**src/rtl/buddy_page_allocator_top_assert.svh**
```systemverilog
// assertion macros for the allocator rtl, included by bpa_ctrl
`ifndef BUDDY_PAGE_ALLOCATOR_TOP_ASSERT_SVH
`define BUDDY_PAGE_ALLOCATOR_TOP_ASSERT_SVH
`ifndef ASSERT_OFF
`define BPA_ASSERT_IMP(lbl, ante, cons) \
   lbl: assert property (@(posedge clock) disable iff (reset) (ante) |-> (cons)) \
      else $error("bpa assertion failed");
`define BPA_ASSERT_NXT(lbl, ante, cons) \
   lbl: assert property (@(posedge clock) disable iff (reset) (ante) |=> (cons)) \
      else $error("bpa assertion failed");
`else
`define BPA_ASSERT_IMP(lbl, ante, cons)
`define BPA_ASSERT_NXT(lbl, ante, cons)
`endif
`endif

```
**src/rtl/bpa_pkg.sv**
```systemverilog
`timescale 1ns / 1ps
package bpa_pkg;
   localparam int MAX_PAGES  = 65536;
   localparam int MAX_ORDER  = 10;
   localparam int PAGE_BYTES = 4096;
   localparam int PAGE_SHIFT = $clog2(PAGE_BYTES);
   localparam int PAGE_W     = $clog2(MAX_PAGES);
   localparam int LINK_W     = PAGE_W + 1;
   localparam int COUNT_W    = 17;
   localparam int ADDR_W     = 48;
   localparam int ORD_W      = 4;
   localparam int MAP_W      = 8;

   localparam logic [LINK_W-1:0] NO_LINK   = LINK_W'(MAX_PAGES);
   localparam logic [MAP_W-1:0]  ALLOCATED = 8'hFF;

   // item kinds
   localparam logic [1:0] MODE_INIT  = 2'd0;
   localparam logic [1:0] MODE_ALLOC = 2'd1;
   localparam logic [1:0] MODE_FREE  = 2'd2;
   localparam logic [1:0] MODE_NOP   = 2'd3;

   // result codes
   localparam logic [2:0] ST_OK        = 3'd0;
   localparam logic [2:0] ST_NOT_INIT  = 3'd1;
   localparam logic [2:0] ST_BAD_ORDER = 3'd2;
   localparam logic [2:0] ST_NO_MEM    = 3'd3;
   localparam logic [2:0] ST_RANGE     = 3'd4;

   // register indexes
   localparam logic CSR_BASE   = 1'b0;
   localparam logic CSR_REGION = 1'b1;

   typedef struct packed {
      logic              we;
      logic [PAGE_W-1:0] waddr;
      logic [MAP_W-1:0]  wdata;
      logic [PAGE_W-1:0] raddr;
   } map_port_type;

   typedef struct packed {
      logic              we;
      logic [PAGE_W-1:0] waddr;
      logic [LINK_W-1:0] wdata;
      logic [PAGE_W-1:0] raddr;
   } link_port_type;
endpackage

```
**src/rtl/bpa_req_if.sv**
```systemverilog
`timescale 1ns / 1ps
interface bpa_req_if;
   import bpa_pkg::*;
   logic              valid;
   logic              ready;
   logic [1:0]        mode;
   logic [ORD_W-1:0]  order;
   logic [ADDR_W-1:0] address;
   modport source (output valid, mode, order, address, input ready);
   modport sink (input valid, mode, order, address, output ready);
endinterface

```
**src/rtl/bpa_rsp_if.sv**
```systemverilog
`timescale 1ns / 1ps
interface bpa_rsp_if;
   import bpa_pkg::*;
   logic               valid;
   logic               ready;
   logic [2:0]         status;
   logic [ADDR_W-1:0]  block_address;
   logic [COUNT_W-1:0] free_page_count;
   modport source (output valid, status, block_address, free_page_count, input ready);
   modport sink (input valid, status, block_address, free_page_count, output ready);
endinterface

```
**src/rtl/bpa_ctrl.sv**
```systemverilog
`timescale 1ns / 1ps
module bpa_ctrl (
   input  logic                          clock,
   input  logic                          reset,
   bpa_req_if.sink                       req,
   bpa_rsp_if.source                     rsp,
   input  logic [bpa_pkg::ADDR_W-1:0]    base_address,
   input  logic [bpa_pkg::COUNT_W-1:0]   region_pages,
   output bpa_pkg::map_port_type         map_port,
   output bpa_pkg::link_port_type        next_port,
   output bpa_pkg::link_port_type        prev_port,
   input  logic [bpa_pkg::MAP_W-1:0]     map_rd,
   input  logic [bpa_pkg::LINK_W-1:0]    next_rd,
   input  logic [bpa_pkg::LINK_W-1:0]    prev_rd
);
   import bpa_pkg::*;
   `include "buddy_page_allocator_top_assert.svh"

   localparam logic [3:0] S_IDLE   = 4'd0;
   localparam logic [3:0] S_CLR    = 4'd1;
   localparam logic [3:0] S_SEED   = 4'd2;
   localparam logic [3:0] S_PUSH1  = 4'd3;
   localparam logic [3:0] S_PUSH2  = 4'd4;
   localparam logic [3:0] S_UNL1   = 4'd5;
   localparam logic [3:0] S_UNL2   = 4'd6;
   localparam logic [3:0] S_ALLOC  = 4'd7;
   localparam logic [3:0] S_SPLIT  = 4'd8;
   localparam logic [3:0] S_FREE0  = 4'd9;
   localparam logic [3:0] S_FREE1  = 4'd10;
   localparam logic [3:0] S_FLOOP  = 4'd11;
   localparam logic [3:0] S_FCHK   = 4'd12;
   localparam logic [3:0] S_FMERGE = 4'd13;
   localparam logic [3:0] S_FDONE  = 4'd14;
   localparam logic [3:0] S_DONE   = 4'd15;

   localparam logic [ORD_W-1:0] MAX_ORD = ORD_W'(MAX_ORDER);

   // control state
   logic [3:0]         st_ff, st_in, ret_ff, ret_in;
   logic               ready_ff, ready_in;
   logic [COUNT_W-1:0] total_ff, total_in;
   logic [COUNT_W-1:0] free_ff, free_in;
   logic [LINK_W-1:0]  head_ff [0:MAX_ORDER];
   logic [LINK_W-1:0]  head_in [0:MAX_ORDER];
   logic               rsp_valid_ff, rsp_valid_in;

   // working registers
   logic [ORD_W-1:0]   ord_ff, ord_in;
   logic [ADDR_W-1:0]  addr_ff, addr_in;
   logic [COUNT_W-1:0] pg_ff, pg_in;
   logic [ORD_W-1:0]   seed_ord_ff, seed_ord_in;
   logic [PAGE_W-1:0]  idx_ff, idx_in;
   logic [ORD_W-1:0]   cur_ff, cur_in;
   logic [PAGE_W-1:0]  tgt_ff, tgt_in;
   logic [ORD_W-1:0]   tord_ff, tord_in;
   logic [LINK_W-1:0]  old_head_ff, old_head_in;
   logic [2:0]         stat_ff, stat_in;
   logic [ADDR_W-1:0]  blk_ff, blk_in;
   logic [2:0]         rsp_status_ff, rsp_status_in;
   logic [ADDR_W-1:0]  rsp_block_ff, rsp_block_in;
   logic [COUNT_W-1:0] rsp_count_ff, rsp_count_in;

   // helpers
   logic               avail_found;
   logic [ORD_W-1:0]   avail_ord;
   logic [ORD_W-1:0]   head_idx;
   logic [LINK_W-1:0]  head_rd;
   logic [COUNT_W-1:0] seed_blk, seed_a, seed_end;
   logic               seed_fit;
   logic [ADDR_W-1:0]  off;
   logic [ADDR_W-PAGE_SHIFT-1:0] pidx;
   logic [PAGE_W-1:0]  ord_blk;
   logic               free_bad;
   logic [PAGE_W-1:0]  bud;
   logic [PAGE_W-1:0]  cur_bit;
   logic               rsp_load;

   function automatic logic [COUNT_W-1:0] sat_add(input logic [COUNT_W-1:0] a,
                                                  input logic [COUNT_W-1:0] b);
      logic [COUNT_W:0] s;
      s = {1'b0, a} + {1'b0, b};
      return s[COUNT_W] ? {COUNT_W{1'b1}} : s[COUNT_W-1:0];
   endfunction

   // smallest non-empty order at or above the request
   always_comb begin
      avail_found = 1'b0;
      avail_ord   = '0;
      for (int i = MAX_ORDER; i >= 0; i--) begin
         if (!head_ff[i][PAGE_W] && ORD_W'(i) >= ord_ff) begin
            avail_found = 1'b1;
            avail_ord   = ORD_W'(i);
         end
      end
   end

   // single read port on the list heads
   assign head_idx = (st_ff == S_ALLOC) ? avail_ord : tord_ff;
   assign head_rd  = head_ff[head_idx];

   // seeding position for the current order
   assign seed_blk = COUNT_W'(1) << seed_ord_ff;
   assign seed_a   = (pg_ff + seed_blk - COUNT_W'(1)) & ~(seed_blk - COUNT_W'(1));
   assign seed_end = seed_a + seed_blk;
   assign seed_fit = (pg_ff < total_ff) && (seed_end <= total_ff);

   // free address checks
   assign off      = addr_ff - base_address;
   assign pidx     = off[ADDR_W-1:PAGE_SHIFT];
   assign ord_blk  = PAGE_W'(1) << ord_ff;
   assign free_bad = (pidx >= (ADDR_W-PAGE_SHIFT)'(total_ff))
                     || ((pidx[PAGE_W-1:0] & (ord_blk - PAGE_W'(1))) != '0)
                     || ((pidx[COUNT_W-1:0] + COUNT_W'(ord_blk)) > total_ff);

   assign cur_bit = PAGE_W'(1) << cur_ff;
   assign bud     = idx_ff ^ cur_bit;

   // response register takes a result this cycle
   assign rsp_load = (st_ff == S_DONE) && (!rsp_valid_ff || rsp.ready);

   // sequencer
   always_comb begin
      st_in         = st_ff;
      ret_in        = ret_ff;
      ready_in      = ready_ff;
      total_in      = total_ff;
      free_in       = free_ff;
      head_in       = head_ff;
      rsp_valid_in  = rsp_valid_ff;
      ord_in        = ord_ff;
      addr_in       = addr_ff;
      pg_in         = pg_ff;
      seed_ord_in   = seed_ord_ff;
      idx_in        = idx_ff;
      cur_in        = cur_ff;
      tgt_in        = tgt_ff;
      tord_in       = tord_ff;
      old_head_in   = old_head_ff;
      stat_in       = stat_ff;
      blk_in        = blk_ff;
      rsp_status_in = rsp_status_ff;
      rsp_block_in  = rsp_block_ff;
      rsp_count_in  = rsp_count_ff;

      map_port        = '0;
      map_port.waddr  = tgt_ff;
      map_port.raddr  = tgt_ff;
      next_port       = '0;
      next_port.waddr = tgt_ff;
      next_port.raddr = tgt_ff;
      prev_port       = '0;
      prev_port.waddr = tgt_ff;
      prev_port.raddr = tgt_ff;

      // output register drains independently
      if (rsp_valid_ff && rsp.ready) begin
         rsp_valid_in = 1'b0;
      end

      case (st_ff)
         S_IDLE: begin
            if (req.valid) begin
               ord_in  = req.order;
               addr_in = req.address;
               stat_in = ST_OK;
               blk_in  = '0;
               case (req.mode)
                  MODE_INIT: begin
                     if (region_pages > COUNT_W'(MAX_PAGES)) begin
                        total_in = COUNT_W'(MAX_PAGES);
                     end else begin
                        total_in = region_pages;
                     end
                     free_in  = '0;
                     ready_in = 1'b0;
                     for (int i = 0; i <= MAX_ORDER; i++) begin
                        head_in[i] = NO_LINK;
                     end
                     pg_in = '0;
                     st_in = S_CLR;
                  end
                  MODE_ALLOC, MODE_FREE: begin
                     if (!ready_ff) begin
                        stat_in = ST_NOT_INIT;
                        st_in   = S_DONE;
                     end else if (req.order > MAX_ORD) begin
                        stat_in = ST_BAD_ORDER;
                        st_in   = S_DONE;
                     end else if (req.mode == MODE_ALLOC) begin
                        st_in = S_ALLOC;
                     end else begin
                        st_in = S_FREE0;
                     end
                  end
                  default: begin
                     st_in = S_DONE;
                  end
               endcase
            end
         end
         // mark every page allocated
         S_CLR: begin
            if (pg_ff == total_ff) begin
               pg_in       = COUNT_W'(({1'b0, total_ff} + (COUNT_W+1)'(PAGE_BYTES - 1))
                                      >> PAGE_SHIFT);
               seed_ord_in = MAX_ORD;
               st_in       = S_SEED;
            end else begin
               map_port.we    = 1'b1;
               map_port.waddr = pg_ff[PAGE_W-1:0];
               map_port.wdata = ALLOCATED;
               pg_in          = pg_ff + COUNT_W'(1);
            end
         end
         // place aligned blocks from the running position
         S_SEED: begin
            if (seed_fit) begin
               tgt_in  = seed_a[PAGE_W-1:0];
               tord_in = seed_ord_ff;
               pg_in   = seed_end;
               free_in = sat_add(free_ff, seed_blk);
               ret_in  = S_SEED;
               st_in   = S_PUSH1;
            end else if (pg_ff >= total_ff || seed_ord_ff == '0) begin
               ready_in = 1'b1;
               st_in    = S_DONE;
            end else begin
               seed_ord_in = seed_ord_ff - ORD_W'(1);
            end
         end
         // push tgt onto list tord
         S_PUSH1: begin
            map_port.we    = 1'b1;
            map_port.wdata = MAP_W'(tord_ff);
            next_port.we    = 1'b1;
            next_port.wdata = head_rd;
            prev_port.we    = 1'b1;
            prev_port.wdata = NO_LINK;
            old_head_in     = head_rd;
            head_in[tord_ff] = LINK_W'(tgt_ff);
            st_in = S_PUSH2;
         end
         S_PUSH2: begin
            if (old_head_ff != NO_LINK) begin
               prev_port.we    = 1'b1;
               prev_port.waddr = old_head_ff[PAGE_W-1:0];
               prev_port.wdata = LINK_W'(tgt_ff);
            end
            st_in = ret_ff;
         end
         // unlink tgt from list tord
         S_UNL1: begin
            st_in = S_UNL2;
         end
         S_UNL2: begin
            if (prev_rd != NO_LINK) begin
               next_port.we    = 1'b1;
               next_port.waddr = prev_rd[PAGE_W-1:0];
               next_port.wdata = next_rd;
            end else begin
               head_in[tord_ff] = next_rd;
            end
            if (next_rd != NO_LINK) begin
               prev_port.we    = 1'b1;
               prev_port.waddr = next_rd[PAGE_W-1:0];
               prev_port.wdata = prev_rd;
            end
            map_port.we    = 1'b1;
            map_port.wdata = ALLOCATED;
            st_in = ret_ff;
         end
         S_ALLOC: begin
            if (!avail_found) begin
               stat_in = ST_NO_MEM;
               st_in   = S_DONE;
            end else begin
               cur_in  = avail_ord;
               idx_in  = head_rd[PAGE_W-1:0];
               tgt_in  = head_rd[PAGE_W-1:0];
               tord_in = avail_ord;
               ret_in  = S_SPLIT;
               st_in   = S_UNL1;
            end
         end
         // push upper halves down to the requested order
         S_SPLIT: begin
            if (cur_ff > ord_ff) begin
               cur_in  = cur_ff - ORD_W'(1);
               tord_in = cur_ff - ORD_W'(1);
               tgt_in  = idx_ff + (PAGE_W'(1) << (cur_ff - ORD_W'(1)));
               ret_in  = S_SPLIT;
               st_in   = S_PUSH1;
            end else begin
               if (COUNT_W'(ord_blk) >= free_ff) begin
                  free_in = '0;
               end else begin
                  free_in = free_ff - COUNT_W'(ord_blk);
               end
               blk_in = base_address + (ADDR_W'(idx_ff) << PAGE_SHIFT);
               st_in  = S_DONE;
            end
         end
         S_FREE0: begin
            map_port.raddr = pidx[PAGE_W-1:0];
            idx_in = pidx[PAGE_W-1:0];
            cur_in = ord_ff;
            if (free_bad) begin
               stat_in = ST_RANGE;
               st_in   = S_DONE;
            end else begin
               st_in = S_FREE1;
            end
         end
         S_FREE1: begin
            if (map_rd != ALLOCATED) begin
               stat_in = ST_RANGE;
               st_in   = S_DONE;
            end else begin
               st_in = S_FLOOP;
            end
         end
         // coalesce while the buddy is free at this order
         S_FLOOP: begin
            if (cur_ff < MAX_ORD && COUNT_W'(bud) < total_ff) begin
               map_port.raddr = bud;
               tgt_in = bud;
               st_in  = S_FCHK;
            end else begin
               tgt_in  = idx_ff;
               tord_in = cur_ff;
               ret_in  = S_FDONE;
               st_in   = S_PUSH1;
            end
         end
         S_FCHK: begin
            if (map_rd == MAP_W'(cur_ff)) begin
               tord_in = cur_ff;
               ret_in  = S_FMERGE;
               st_in   = S_UNL1;
            end else begin
               tgt_in  = idx_ff;
               tord_in = cur_ff;
               ret_in  = S_FDONE;
               st_in   = S_PUSH1;
            end
         end
         S_FMERGE: begin
            idx_in = idx_ff & ~cur_bit;
            cur_in = cur_ff + ORD_W'(1);
            st_in  = S_FLOOP;
         end
         S_FDONE: begin
            free_in = sat_add(free_ff, COUNT_W'(ord_blk));
            st_in   = S_DONE;
         end
         // hand the result to the output register
         S_DONE: begin
            if (!rsp_valid_ff || rsp.ready) begin
               rsp_valid_in  = 1'b1;
               rsp_status_in = stat_ff;
               rsp_block_in  = blk_ff;
               rsp_count_in  = free_ff;
               st_in         = S_IDLE;
            end
         end
         default: begin
            st_in = S_IDLE;
         end
      endcase
   end

   // control registers
   always_ff @(posedge clock) begin
      if (reset) begin
         st_ff        <= S_IDLE;
         ret_ff       <= S_IDLE;
         ready_ff     <= 1'b0;
         total_ff     <= '0;
         free_ff      <= '0;
         rsp_valid_ff <= 1'b0;
         for (int i = 0; i <= MAX_ORDER; i++) begin
            head_ff[i] <= NO_LINK;
         end
      end else begin
         st_ff        <= st_in;
         ret_ff       <= ret_in;
         ready_ff     <= ready_in;
         total_ff     <= total_in;
         free_ff      <= free_in;
         rsp_valid_ff <= rsp_valid_in;
         head_ff      <= head_in;
      end
   end

   // payload registers
   always_ff @(posedge clock) begin
      ord_ff        <= ord_in;
      addr_ff       <= addr_in;
      pg_ff         <= pg_in;
      seed_ord_ff   <= seed_ord_in;
      idx_ff        <= idx_in;
      cur_ff        <= cur_in;
      tgt_ff        <= tgt_in;
      tord_ff       <= tord_in;
      old_head_ff   <= old_head_in;
      stat_ff       <= stat_in;
      blk_ff        <= blk_in;
      rsp_status_ff <= rsp_status_in;
      rsp_block_ff  <= rsp_block_in;
      rsp_count_ff  <= rsp_count_in;
   end

   assign req.ready           = (st_ff == S_IDLE);
   assign rsp.valid           = rsp_valid_ff;
   assign rsp.status          = rsp_status_ff;
   assign rsp.block_address   = rsp_block_ff;
   assign rsp.free_page_count = rsp_count_ff;

   `BPA_ASSERT_NXT(a_accept_leaves_idle, req.valid && req.ready, st_ff != S_IDLE)
   `BPA_ASSERT_IMP(a_map_write_in_region, map_port.we, COUNT_W'(map_port.waddr) < total_ff)
   `BPA_ASSERT_IMP(a_unlink_list_live, st_ff == S_UNL2, head_rd != NO_LINK)
   `BPA_ASSERT_NXT(a_done_loads_rsp, rsp_load, rsp_valid_ff && (st_ff == S_IDLE))
endmodule

```
**src/flat_wrapper.sv**
```systemverilog
// flat-port wrapper written by rule: the top's interface ports become plain ports
module bpa_ctrl_flat import bpa_pkg::*;
  (clock, reset, base_address, region_pages, map_port, next_port, prev_port, map_rd, next_rd, prev_rd, req_valid, req_mode, req_order, req_address, req_ready, rsp_valid, rsp_status, rsp_block_address, rsp_free_page_count, rsp_ready);
  bpa_req_if req_i ();
  bpa_rsp_if rsp_i ();
  input  logic clock;
  input  logic reset;
  input  logic [bpa_pkg::ADDR_W-1:0] base_address;
  input  logic [bpa_pkg::COUNT_W-1:0] region_pages;
  output bpa_pkg::map_port_type map_port;
  output bpa_pkg::link_port_type next_port;
  output bpa_pkg::link_port_type prev_port;
  input  logic [bpa_pkg::MAP_W-1:0] map_rd;
  input  logic [bpa_pkg::LINK_W-1:0] next_rd;
  input  logic [bpa_pkg::LINK_W-1:0] prev_rd;
  input wire logic [$bits(req_i.valid)-1:0] req_valid;
  input wire logic [$bits(req_i.mode)-1:0] req_mode;
  input wire logic [$bits(req_i.order)-1:0] req_order;
  input wire logic [$bits(req_i.address)-1:0] req_address;
  output wire logic [$bits(req_i.ready)-1:0] req_ready;
  output wire logic [$bits(rsp_i.valid)-1:0] rsp_valid;
  output wire logic [$bits(rsp_i.status)-1:0] rsp_status;
  output wire logic [$bits(rsp_i.block_address)-1:0] rsp_block_address;
  output wire logic [$bits(rsp_i.free_page_count)-1:0] rsp_free_page_count;
  input wire logic [$bits(rsp_i.ready)-1:0] rsp_ready;
  assign req_i.valid = req_valid;
  assign req_i.mode = req_mode;
  assign req_i.order = req_order;
  assign req_i.address = req_address;
  assign req_ready = req_i.ready;
  assign rsp_valid = rsp_i.valid;
  assign rsp_status = rsp_i.status;
  assign rsp_block_address = rsp_i.block_address;
  assign rsp_free_page_count = rsp_i.free_page_count;
  assign rsp_i.ready = rsp_ready;
  bpa_ctrl u_core (.clock(clock), .reset(reset), .req(req_i), .rsp(rsp_i), .base_address(base_address), .region_pages(region_pages), .map_port(map_port), .next_port(next_port), .prev_port(prev_port), .map_rd(map_rd), .next_rd(next_rd), .prev_rd(prev_rd));
endmodule
```
**config.mk**
```make
export PLATFORM = sky130hd
export DESIGN_NAME = bpa_ctrl_flat
export DESIGN_NICKNAME = d
export VERILOG_FILES = /design/src/rtl/bpa_pkg.sv /design/src/rtl/bpa_req_if.sv /design/src/rtl/bpa_rsp_if.sv /design/src/rtl/bpa_ctrl.sv /design/src/flat_wrapper.sv
export VERILOG_INCLUDE_DIRS = /design/src /design/src/rtl
export SDC_FILE = /design/constraint.sdc
export NUM_CORES = 2
export LEC_CHECK = 0
export ABC_AREA = 1
export BUFFER_PORTS_ARGS = -buffer_cell sky130_fd_sc_hd__buf_2
export CAP_MARGIN = 15
export CORE_AREA = 8 8 281 283
export CTS_CLUSTER_SIZE = 40
export DETAILED_ROUTE_END_ITERATION = 8
export DIE_AREA = 0 0 289 291
export GPL_TIMING_DRIVEN = 0
export PLACE_DENSITY = 0.66
export RECOVER_POWER = 25
export SYNTH_ARGS = -nofsm -noshare
export SYNTH_HDL_FRONTEND = slang
export SYNTH_SLANG_ARGS = --single-unit
export TNS_END_PERCENT = 100
```
**constraint.sdc**
```tcl
create_clock -name clock -period 7.9 [get_ports clock]
set_input_delay 0.79 -clock clock [delete_from_list [all_inputs] [get_ports clock]]
set_output_delay 0.79 -clock clock [all_outputs]
set_load 0.005 [all_outputs]
```
# Yosys cells after proc, flatten, opt, wreduce, memory -nomap -nowiden
# Index checks and enable logic that the tools add are counted.
# word_totals
inputBits	165
out_inout_bits	211
wordCells	308
register_bits	480
# op_classes
muxes	119
n_bitwise	8
n_lt_le_gt_ge	25
eq_ne	41
n_shift	4
reduce_logical	63
addsub	17
# op_table
operator	count
$mux 187	3
$pmux 187 s3	1
$bwmux 187	2
$mux 17	13
$mux 4	34
$mux 16	8
$mux 34	3
$pmux 17 s3	2
$mux 48	2
$pmux 48 s2	1
$pmux 16 s5	1
$bmux 17 s4	1
$demux 17 s4	1
$pmux 17 s4	1
$pmux 16 s2	2
$pmux 4 s15	1
$ne 17x17->1 const B	3
$add 48x28->48	1
$pmux 16 s3	1
$shl 1x4->16 const A	3
$sub 48x48->48	1
$pmux 4 s5	2
$ge 36x17->1	1
$add 17x17->17	2
other kinds (72)	187

# Depth between registers and ports, before layout
# logic_depth
word_depth	20
mapped_depth	45
ltp_nobuf	45

# Worst setup path before layout
# No wires, ideal clock.
# synth_timing
kind	register to register
start	register u_core.seed_ord_ff[0]
end	register u_core.pg_ff[0], enable pin
path_stages_with_launch	39
required_time_ns	7.482
slack_ns	1.093
path_buffers	0
arrival_ns	6.389
period_less_slack_ns	6.807
setup_ns	0.418
path_cell_list	edfxtp_1 inv_1 ha_1 inv_1 nor3_1 inv_1 ha_1 inv_1 ha_1 nand2_1 nor3_1 nand2_1 nand2_1 nand2_1 nand2_1 nand2_1 nand2_1 nand2_1 (+3 left out) xor2_1 nor2_2 ha_1 nand2_1 nor2_1 a221oi_1 nand2_1 xor2_1 ha_1 nand2_1 o21ai_0 a21oi_1 o211ai_1 o41ai_1 nand2_1 nand2_1 inv_1 a211oi_1
# synth_between
elab_chain_cells	9
elab_cells_between_ends	11
classes_between	add/sub: 4; order compare: 1; eq/ne: 1; shift: 1; bitwise: 2; reduce/logical: 2
# synth_rtl
item	line_no	source
start: declaration	bpa_ctrl.sv:51	logic [ORD_W-1:0] seed_ord_ff, seed_ord_in;
start signal: assignment	bpa_ctrl.sv:400	seed_ord_ff <= seed_ord_in;
$shl 1x4->17 *	bpa_ctrl.sv:102	assign seed_blk = COUNT_W'(1) << seed_ord_ff;
$add 17x17->17 / $sub 17x1->17 (equally long branches)	bpa_ctrl.sv:103	assign seed_a = (pg_ff + seed_blk - COUNT_W'(1)) & ~(seed_blk - COUNT_W'(1));
$sub 17x1->17 / $not 17->17 (equally long branches)	bpa_ctrl.sv:103	
$and 17x17->17	bpa_ctrl.sv:103	
$add 17x17->17 *	bpa_ctrl.sv:104	assign seed_end = seed_a + seed_blk;
$le 17x17->1 *	bpa_ctrl.sv:105	assign seed_fit = (pg_ff < total_ff) && (seed_end <= total_ff);
$logic_and 1x1->1 *	bpa_ctrl.sv:105	
$ne 2x1->1 (no line) *	n/a	
$reduce_and 4->1 (no line) *	n/a	
end signal: assignment	bpa_ctrl.sv:399	pg_ff <= pg_in;
end: declaration	bpa_ctrl.sv:50	logic [COUNT_W-1:0] pg_ff, pg_in;
# Mark *: on every way between the ends. The rest lies on a longest branch, timed or not.
# A chain may end at the register's enable or synchronous reset.

# Final worst setup path
# layout_timing
start	register u_core.seed_ord_ff[1]
end	register u_core.free_ff[9]
# layout_between
elab_chain_cells	9
elab_cells_between_ends	15
classes_between	add/sub: 5; order compare: 1; eq/ne: 1; shift: 1; mux: 3; bitwise: 2; reduce/logical: 2
# layout_rtl
item	line_no	source
$shl 1x4->17 *	bpa_ctrl.sv:102	
$add 17x17->17 / $sub 17x1->17 (equally long branches)	bpa_ctrl.sv:103	
$sub 17x1->17 / $not 17->17 (equally long branches)	bpa_ctrl.sv:103	
$and 17x17->17	bpa_ctrl.sv:103	
$add 17x17->17	bpa_ctrl.sv:104	
$le 17x17->1	bpa_ctrl.sv:105	
$logic_and 1x1->1	bpa_ctrl.sv:105	
$ne 2x1->1 (no line)	n/a	
$reduce_and 5->1 (no line)	n/a	
end signal: assignment	bpa_ctrl.sv:389	free_ff <= free_in;
end: declaration	bpa_ctrl.sv:42	logic [COUNT_W-1:0] free_ff, free_in;
# Mark *: on every way between the ends. The rest lies on a longest branch, timed or not. The select of a mux whose other input is x is not followed.

==> results.yml <==
status:
  status: "complete, but fails checks"
  violations: "max-capacitance violations, max-slew violations"
global_route:
  grt_max_degree: 36
  grt_pass1_wl_um: 243000
  gr-usage-met2_pct: 61.2
  grt_overflow: 0
  use_met3_pct: 6.66
  grtUsageMet1_pct: 48.9
  grt_usage_pct: 38.6
  top_usage_layer: "met2"
  grt_pass1_vias: 37331
  grt_antenna_before_repair: 11
clock_network:
  ctsResizeCount: 0
  numClockSinks: 480
  postCtsSetupRepairBufs: 0
  root_buffer: "clkbuf_16"
  clk_pin_slew_worst_paths_ns: 0.06
  cts_buffers: 55
  htree_levels: 2
  max-clock-path-buffers: 3
  hold_buffers: 0
  clk_latency_ns: 0.65
  cts_tree: "yes"
sta:
  period_share_pct: 93.6
  finClkSkew_ns: 0.0469
  setup_violations: 0
  worst_slack_ns: 0.507
  layout_min_cycle_time_ns: 7.39
  max_freq_mhz: 135
  slew_headroom_pct: -50.6
  slew_violations: 42
  hold_viol: 0
  worst_pin_slew_ns: 2.25
logic_synthesis:
  yosysSeqAreaShare_pct: 32.7
  yosysWarnings: 0
  synth_area_mm2: 0.0370
  synthAdderAreaFrac_pct: 10.8
  synth_edf_count: 249
  yosys.area.top_type: "edfxtp_1"
  synth_area_leaders: "edfxtp_1 20%, dfxtp_1 13%, nand3_1 10%"
  ys_ff_latch: 480
  ys.flop_type: "edfxtp_1"
  post_synth_mux_area_share_pct: 0
  synthArstFlopShare_pct: 0
  synth_nets: 5603
  synth_simple_gate_area_share_pct: 28.5
  synth_compound_area_share_pct: 16.4
  ys_types: 80
  synth_xor_area_share_pct: 2.08
  synth_top_cell_area_share_pct: 20.2
  synth_top_family_by_area: "simple AND/OR/NAND/NOR gates"
  syn_inst: 5125
  syn_area_per_cell_um2: 7.21
floorplanning:
  io-pin-count: 376
  coreArea_mm2: 0.0748
  num_rows: 101
  dieWidth_um: 289
  start_util_pct: 49.4
  die_y_um: 291
  die_area_mm2: 0.0841
route:
  wirelength_um: 170000
  viasPerCell: 6.09
  drt_iter0_markers: 4887
  wl_per_cell_um: 25.8
  final_antenna_net_count: 0
  drc: 0
  vias: 40164
  dr.pass1.iters: 8
place:
  placed_cells: 6485
  dp_slack_ns: 0.0867
  globalplace.congestion: 1.09
  portBuffers: 374
  dp_hpwl_um: 138000
cells_and_area:
  instances_no_fill: 6595
  area_growth_pct: 13.8
  drive_above_1_share_pct: 11.0
  fin_nets: 6045
setup_path:
  cp_slowest_stage_delay_ns: 0.43
  arrival_ns: 7.93
  end_kind: "register"
  cpMaxStageDelayCell: "ha_1"
  cp_num_buf_inv: 5
  start_kind: "register"
  crit_top_cell: "nand2_1"
  critPathKind: "reg -> reg"
  crit_required_ns: 8.44
  crit_fanout: 10
  path_delay_family: "simple AND/OR/NAND/NOR gates"
hold_path:
  holdCritPathClass: "in -> reg"
pwr:
  power_density_mw_per_mm2: 374
  peakVddDrop_v: 0.000220
  leakage_nw: 18.3
job:
  max_cap_violations: 2
layer usage:
layer / wire [µm] / up-vias / part of all wire, %
met1: 65900 / 18772 / 39
met2: 75200 / 2348 / 44
met3: 16600 / 496 / 9.7
li1: - / 18542 / -
met5: 39 / - / 0.023
met4: 12600 / 6 / 7.4
path summary, 6_finish.rpt:
| path | startpoint | endpoint | slack [ns] | cells after the start |
|---|---|---|---|---|
| setup reg to reg | u_core.seed_ord_ff[1] | u_core.free_ff[9] | 0.51 | 36 |
| hold reg to reg | u_core.blk_ff[23] | u_core.rsp.block_address[23] | 0.42 | 0 |
| setup / recovery | u_core.seed_ord_ff[1] | u_core.free_ff[9] | 0.51 | 36 |
| hold / removal | req_address[46] | u_core.addr_ff[46] | 0.32 | 1 |
kinds of logic after synthesis:
group | after synthesis
fa+ha+maj | 313
simple gates | 2340
xor+xnor | 86
compound gates | 1051
flops | 480
buf+inv | 855
Yosys cell counts (25+ instances only):
| cell type | n |
|---|---|
| nand4_1 | 66 |
| clkbuf_1 | 114 |
| buf_4 | 38 |
| buf_2 | 36 |
| dfxtp_1 | 231 |
| nand2_1 | 898 |
| o21ai_0 | 253 |
| o21ai_1 | 36 |
| a211oi_1 | 28 |
| ha_1 | 305 |
| nor3_1 | 73 |
| a21oi_1 | 472 |
| edfxtp_1 | 249 |
| nand3_1 | 764 |
| nor2_1 | 403 |
| and2_1 | 25 |
| o211ai_1 | 35 |
| o22ai_1 | 46 |
| inv_1 | 597 |
| xor2_1 | 66 |
sequential cells by signal (all words and copies together), names as in the netlist, 16 cells and up:
register	count
u_core.head_ff	187
u_core.addr_ff	48
u_core.blk_ff	48
u_core.rsp.block_address	48
u_core.free_ff	17
u_core.old_head_ff	17
u_core.pg_ff	17
u_core.rsp.free_page_count	17
u_core.total_ff	17
u_core.idx_ff	16
u_core.tgt_ff	16
area by class of cell:
cell class	instances	area (µm²)
sequential	480	12100
tap	978	1220
buffer	225	1120
inverter	630	2380
fill	7412	32700
multi-input combinational	3790	21400
clock inverter	34	379
clock buffer	69	1480
antenna	4	10.0
timing repair buffer	385	1960
layout by cell type (no fill, tap or decap), types with 14 or more instances in the layout:
cell	Yosys	routed
a211oi_1	28	27
a21o_1	17	17
a21oi_1	472	472
a22oi_1	19	19
a31oi_1	15	15
and2_1	25	25
buf_1	23	23
buf_2	36	355
buf_4	38	38
buf_6	12	15
clkbuf_1	114	181
clkbuf_16	0	56
dfxtp_1	231	231
edfxtp_1	249	249
ha_1	305	305
inv_1	597	597
inv_2	24	24
nand2_1	898	898
nand3_1	764	763
nand3b_1	23	23
nand4_1	66	66
nor2_1	403	402
nor3_1	73	72
nor4_1	22	22
o211ai_1	35	35
o21a_1	17	17
o21ai_0	253	253
o21ai_1	36	36
o221ai_1	20	20
o22ai_1	46	42
or2_2	14	14
xnor2_1	18	18
xor2_1	66	66
stage by stage:
stage                     instance area, µm²  TNS (ns)  power, mW  hold slack (ns)  util, %
after floorplan                        37000         0       9.21            0.400        -
after global placement                 40000    -21.38       12.6            0.400     53.5
after detailed placement               40200         0       12.7            0.405     53.8
after CTS                              42100         0       15.4            0.302     56.3
after global routing                   42100  -0.00972       16.5            0.305     56.2
final                                  42100         0       15.7            0.325     56.2
power by group:
part	switching (mW)	internal, mW
registers	0.387	3.26
logic	6.54	2.86
clock network	1.17	1.51
Power figures use the tool's default switching activity.
